<file path="src/rtl/ckap_pkg.sv">
package ckap_pkg;

	localparam int INDEX_BITS = 16;
	localparam int COL_W      = 16;
	localparam int DATA_W     = 32;
	localparam int COEF_W     = 64;
	localparam int PROD_W     = 2 * DATA_W;
	localparam int HALF_W     = PROD_W + 1;
	localparam int SUM_W      = PROD_W + 2;
	localparam int FRAC_BITS  = 30;
	localparam int CFG_IDX_W  = 3;

	localparam logic [COL_W-1:0] COL_MASK = (INDEX_BITS >= COL_W) ? {COL_W{1'b1}} :
		COL_W'((64'd1 << INDEX_BITS) - 64'd1);

	localparam logic [CFG_IDX_W-1:0] REG_COEF_00        = 3'd0;
	localparam logic [CFG_IDX_W-1:0] REG_COEF_01        = 3'd1;
	localparam logic [CFG_IDX_W-1:0] REG_COEF_10        = 3'd2;
	localparam logic [CFG_IDX_W-1:0] REG_COEF_11        = 3'd3;
	localparam logic [CFG_IDX_W-1:0] REG_TARGET_QUBIT   = 3'd4;
	localparam logic [CFG_IDX_W-1:0] REG_CONTROL_ENABLE = 3'd5;
	localparam logic [CFG_IDX_W-1:0] REG_CONTROL_QUBIT  = 3'd6;

	typedef struct packed {
		logic signed [DATA_W-1:0] re;
		logic signed [DATA_W-1:0] im;
	} cplx_t;

	typedef struct packed {
		cplx_t e;
		cplx_t p;
	} elems_t;

	typedef struct packed {
		logic             apply;
		logic [COL_W-1:0] pcol;
	} ctrl_t;

	typedef struct packed {
		cplx_t            ne;
		cplx_t            np;
		logic [COL_W-1:0] pcol;
		logic             applied;
		logic             saturated;
	} res_t;

endpackage

</file>
<file path="src/rtl/ckap_acc.sv">
module ckap_acc (
	input  logic                                     clk,
	input  logic                                     en_s3,
	input  logic                                     en_s4,
	input  logic signed [ckap_pkg::PROD_W-1:0]       prod_s2 [4][4],
	input  ckap_pkg::elems_t                         elems_s2,
	input  ckap_pkg::ctrl_t                          ctrl_s2,
	output ckap_pkg::res_t                           res_s4
);

	localparam logic signed [ckap_pkg::SUM_W-1:0] HALF_LSB =
		ckap_pkg::SUM_W'(64'sd1 <<< (ckap_pkg::FRAC_BITS - 1));
	localparam logic signed [ckap_pkg::SUM_W-1:0] MAX_Q = ckap_pkg::SUM_W'(64'sd2147483647);
	localparam logic signed [ckap_pkg::SUM_W-1:0] MIN_Q = ckap_pkg::SUM_W'(-64'sd2147483648);

	logic signed [ckap_pkg::HALF_W-1:0] half_s3 [4][2];
	ckap_pkg::elems_t                   elems_s3;
	ckap_pkg::ctrl_t                    ctrl_s3;

	logic signed [ckap_pkg::SUM_W-1:0]  sum [4];
	logic signed [ckap_pkg::SUM_W-1:0]  q [4];
	logic signed [ckap_pkg::DATA_W-1:0] val [4];
	logic [3:0]                         clip;

	// real parts subtract the imag*imag terms
	always_ff @(posedge clk) begin
		if (en_s3) begin
			for (int c = 0; c < 4; c++) begin
				if (c == 0 || c == 2) begin
					half_s3[c][0] <= ckap_pkg::HALF_W'(prod_s2[c][0]) -
						ckap_pkg::HALF_W'(prod_s2[c][1]);
					half_s3[c][1] <= ckap_pkg::HALF_W'(prod_s2[c][2]) -
						ckap_pkg::HALF_W'(prod_s2[c][3]);
				end else begin
					half_s3[c][0] <= ckap_pkg::HALF_W'(prod_s2[c][0]) +
						ckap_pkg::HALF_W'(prod_s2[c][1]);
					half_s3[c][1] <= ckap_pkg::HALF_W'(prod_s2[c][2]) +
						ckap_pkg::HALF_W'(prod_s2[c][3]);
				end
			end
			elems_s3 <= elems_s2;
			ctrl_s3  <= ctrl_s2;
		end
	end

	// round half up, then clip to 32 bits
	always_comb begin
		for (int c = 0; c < 4; c++) begin
			sum[c] = ckap_pkg::SUM_W'(half_s3[c][0]) + ckap_pkg::SUM_W'(half_s3[c][1]) + HALF_LSB;
			q[c]   = sum[c] >>> ckap_pkg::FRAC_BITS;
			if (q[c] > MAX_Q) begin
				val[c]  = ckap_pkg::DATA_W'(MAX_Q);
				clip[c] = 1'b1;
			end else if (q[c] < MIN_Q) begin
				val[c]  = ckap_pkg::DATA_W'(MIN_Q);
				clip[c] = 1'b1;
			end else begin
				val[c]  = q[c][ckap_pkg::DATA_W-1:0];
				clip[c] = 1'b0;
			end
		end
	end

	always_ff @(posedge clk) begin
		if (en_s4) begin
			res_s4.pcol    <= ctrl_s3.pcol;
			res_s4.applied <= ctrl_s3.apply;
			if (ctrl_s3.apply) begin
				res_s4.ne.re     <= val[0];
				res_s4.ne.im     <= val[1];
				res_s4.np.re     <= val[2];
				res_s4.np.im     <= val[3];
				res_s4.saturated <= |clip;
			end else begin
				res_s4.ne        <= elems_s3.e;
				res_s4.np        <= elems_s3.p;
				res_s4.saturated <= 1'b0;
			end
		end
	end

endmodule

</file>
<file path="config.mk">
export PLATFORM = sky130hd
export DESIGN_NAME = ckap_acc
export DESIGN_NICKNAME = d
export VERILOG_FILES = /design/src/rtl/ckap_pkg.sv /design/src/rtl/ckap_acc.sv
export SDC_FILE = /design/constraint.sdc
export NUM_CORES = 2
export LEC_CHECK = 0
export CAP_MARGIN = 20
export CORE_AREA = 2 2 520 522
export DETAILED_ROUTE_END_ITERATION = 6
export DIE_AREA = 0 0 522 524
export DONT_BUFFER_PORTS = 1
export GPL_ROUTABILITY_DRIVEN = 0
export HOLD_SLACK_MARGIN = 0.03
export REMOVE_ABC_BUFFERS = 1
export SYNTH_ARGS = -nofsm -noshare
export SYNTH_HDL_FRONTEND = slang
export SYNTH_SLANG_ARGS = --single-unit
</file>
<file path="constraint.sdc">
create_clock -name clk -period 12.1 [get_ports clk]
set_input_delay 1.21 -clock clk [delete_from_list [all_inputs] [get_ports clk]]
set_output_delay 1.21 -clock clk [all_outputs]
set_load 0.03 [all_outputs]
</file>
==> flow_metrics.py <==
metrics = {
    "sta": {
        "min_period_over_period_pct": 50.3,
        "setup_viol": 0,
        "fin_skew_ns": 0.0779,
        "drv_slew": 0,
        "fin_crit_ns": 6.08,
        "setup_tns_ns": 0,
        "rsz0062_at_grt": "no",
        "clock.fmax_ghz": 0.164,
        "slew_headroom_pct": 7.08,
        "worst_pin_slew_ns": 1.39,
        "final_hold_viol_count": 0,
    },
    "min_path": {
        "hold_class": "reg2reg",
    },
    "global_route": {
        "overflow": 0,
        "grt_use_total_pct": 19.6,
        "grt_pass1_vias": 56400,
        "grt_pass1_wl_um": 392000,
        "grt_max_degree": 208,
        "antenna_found_initial": 149,
    },
    "cts": {
        "clk_pin_slew_ns": 0.06,
        "h-tree-depth": 3,
        "cts_tree": "built",
        "cts_sinks": 811,
        "cts_resized": 0,
        "hold_buffers": 0,
        "clk_path_buf_depth": 4,
        "cts_root_buf": "clkbuf_16",
        "cts_setup_buffers": 0,
        "numCtsBuffers": 107,
        "clock_latency_ns": 0.85,
    },
    "logic_synthesis": {
        "synth.top_cell.area_share_pct": 35.6,
        "synth-main-ff-cell": "edfxtp_1",
        "synth_cell_types": 88,
        "synth_area_per_cell_um2": 9.50,
        "synth_cells": 7198,
        "synth-edff-count": 811,
        "synthArstFlopShare_pct": 0,
        "synth_seq_cells": 811,
        "synthTopCellsByArea": "edfxtp_1 (36%), ha_1 (19%), a21oi_1 (6.2%), xnor2_1 (5.0%), a21o_1 (4.9%)",
        "synth_top_area_cell": "edfxtp_1",
        "yosysSeqAreaShare_pct": 35.6,
        "yosysWarnings": 0,
        "synth_area_mm2": 0.0684,
    },
    "final_layout": {
        "syn_to_final_growth_pct": 11.2,
        "final_layout_size_suffix_gt1_share_pct": 3.64,
        "nFillCells": 28100,
        "fin_nets": 9348,
        "design_area_mm2": 0.0761,
    },
    "die": {
        "initial_utilization_pct": 25.6,
        "ios": 1318,
        "fp.dieW_um": 522,
        "die_h_um": 524,
        "fp-row-count": 190,
        "coreArea_mm2": 0.267,
        "dieArea_mm2": 0.274,
    },
    "pwr": {
        "total_leakage_power_nw": 32.5,
        "ir_drop_uv": 156,
        "power_density_mw_per_mm2": 173,
    },
    "drt": {
        "antenna_left": 0,
        "num_vias": 58200,
        "drt_iter0_markers": 5453,
        "avgRoutedWirePerCell_um": 26.0,
        "drc": 12,
        "routed_wl_um": 283000,
        "viasPerCell": 5.35,
        "dr.pass1.iters": 7,
    },
    "place": {
        "dpl_cell_area_mm2": 0.0724,
        "port_buffers": 0,
        "hpwl_um": 236000,
    },
    "setup_path": {
        "critPathMaxFanout": 32,
        "required_ns": 12.77,
        "critPathKind": "reg2reg",
        "startpoint_type": "register",
        "crit_arrival_ns": 6.76,
        "cp-end-kind": "register",
    },
    "status": {
        "violations": "design-rule violations",
        "status": "finished, violations left",
    },
    "run": {
        "max_cap_violations": 0,
    },
}
[report_power, final]
part           total (mW)  internal [mW]  switching, mW
Sequential           4.31           3.75          0.562
Combinational        5.62           2.07           3.55
Clock                3.22           1.86           1.36
Total                13.2           7.67           5.48
[flip-flops by register name, summed over array words and instances, names as in the netlist]
register,count
half_s3,520
res_s4,146
elems_s3,128
ctrl_s3,17
[area by class of cell]
cell class | count | area (µm²) | area share (%)
Clock buffer | 122 | 2730 | 3.59
Sequential cell | 811 | 24400 | 32.0
Timing Repair Buffer | 25 | 268 | 0.352
Antenna cell | 85 | 213 | 0.280
Multi-Input combinational cell | 5716 | 41500 | 54.6
Inverter | 487 | 1830 | 2.40
Clock inverter | 71 | 708 | 0.931
Tap cell | 3552 | 4440 | 5.84
[per-stage QoR]
| step | total power [mW] | util (%) | hold slack [ns] | setup WS, ns | cells |
|---|---|---|---|---|---|
| floorplan | 7.96 | - | 0.400 | 7.29 | 7014 |
| global placement | 9.77 | 27.1 | 0.402 | 6.03 | 10600 |
| detailed placement | 9.85 | 27.1 | 0.406 | 5.95 | 10600 |
| CTS | 13.2 | 28.3 | 0.391 | 5.92 | 10800 |
| global route | 13.9 | 28.4 | 0.407 | 5.59 | 10800 |
| finish | 13.2 | 28.4 | 0.413 | 6.02 | 10900 |
[routing by layer]
| layer | track usage (%) | share of wire (%) |
|---|---|---|
| met4 | 12.7 | 6.8 |
| met5 | 0 | 0.091 |
| met1 | 21.3 | 36 |
| met2 | 33.7 | 48 |
| met3 | 5.25 | 8.9 |
[critical path, cell delays in order, from the launching register on]
cell      delay [ns]
edfxtp_1        0.36
ha_1            0.31
ha_1            0.31
a211o_1         0.13
o211ai_1        0.09
a211oi_1        0.77
o21ai_0         0.55
a31oi_1         0.38
o22ai_1         0.23
o21a_1          0.31
o21a_1          0.26
o21ai_0         0.23
xor2_1          0.44
a41o_1          0.83
nand3_1         0.47
a21oi_1         0.25
[cell usage after synthesis (all sizes together) (17+ instances only)]
| cell type | number |
|---|---|
| a31o | 24 |
| nand4 | 132 |
| a31oi | 83 |
| inv | 487 |
| a41oi | 22 |
| nor2b | 119 |
| nand3 | 136 |
| a221oi | 22 |
| and2 | 39 |
| o21bai | 106 |
| o31a | 21 |
| nor4 | 17 |
| and3 | 66 |
| o21ai | 390 |
| a211o | 21 |
| a21o | 451 |
| o211ai | 40 |
| a21boi | 26 |
| a211oi | 51 |
| o31ai | 33 |
| buf | 28 |
| a21oi | 849 |
| o21a | 89 |
| xor2 | 219 |
| edfxtp | 811 |
| nand2 | 496 |
| xnor2 | 391 |
| nor2 | 467 |
| ha | 1020 |
| nand2b | 84 |
| clkbuf | 156 |
| and4 | 20 |
| nor3 | 75 |
[placed cells by master (no fill, tap or decap), types with 85 or more instances in the layout]
cell type,n
ha_1,1020
a21oi_1,847
edfxtp_1,811
nand2_1,496
inv_1,487
nor2_1,467
a21o_1,451
xnor2_1,391
o21ai_0,365
xor2_1,219
nand3_1,135
nand4_1,132
nor2b_1,119
clkbuf_16,107
o21bai_1,106
o21a_1,89
diode_2,85
[logic make-up after synthesis]
family                     count (synthesis)  synth area share, %
AOI/OAI and AO/OA                       2366                 22.0
and+or+nand+nor                         1707                 11.8
adders and majority gates               1028                 18.9
DFF                                      811                 35.6
buffers and inverters                    671                 3.77
xor gates and xnor gates                 610                 7.81
muxes                                      5               0.0768
[final timing paths]
kind | slack (ns) | startpoint | end | cells after the start
setup / recovery | 6.02 | half_s3[3][6]$_DFFE_PP_ | res_s4[19]$_DFFE_PP_ | 15
hold / removal | 0.41 | ctrl_s3[10]$_DFFE_PP_ | res_s4[12]$_DFFE_PP_ | 0
setup reg to reg | 6.02 | half_s3[3][6]$_DFFE_PP_ | res_s4[19]$_DFFE_PP_ | 15
hold reg to reg | 0.41 | ctrl_s3[10]$_DFFE_PP_ | res_s4[12]$_DFFE_PP_ | 0
Note: power is estimated with default switching activity, not from simulation.
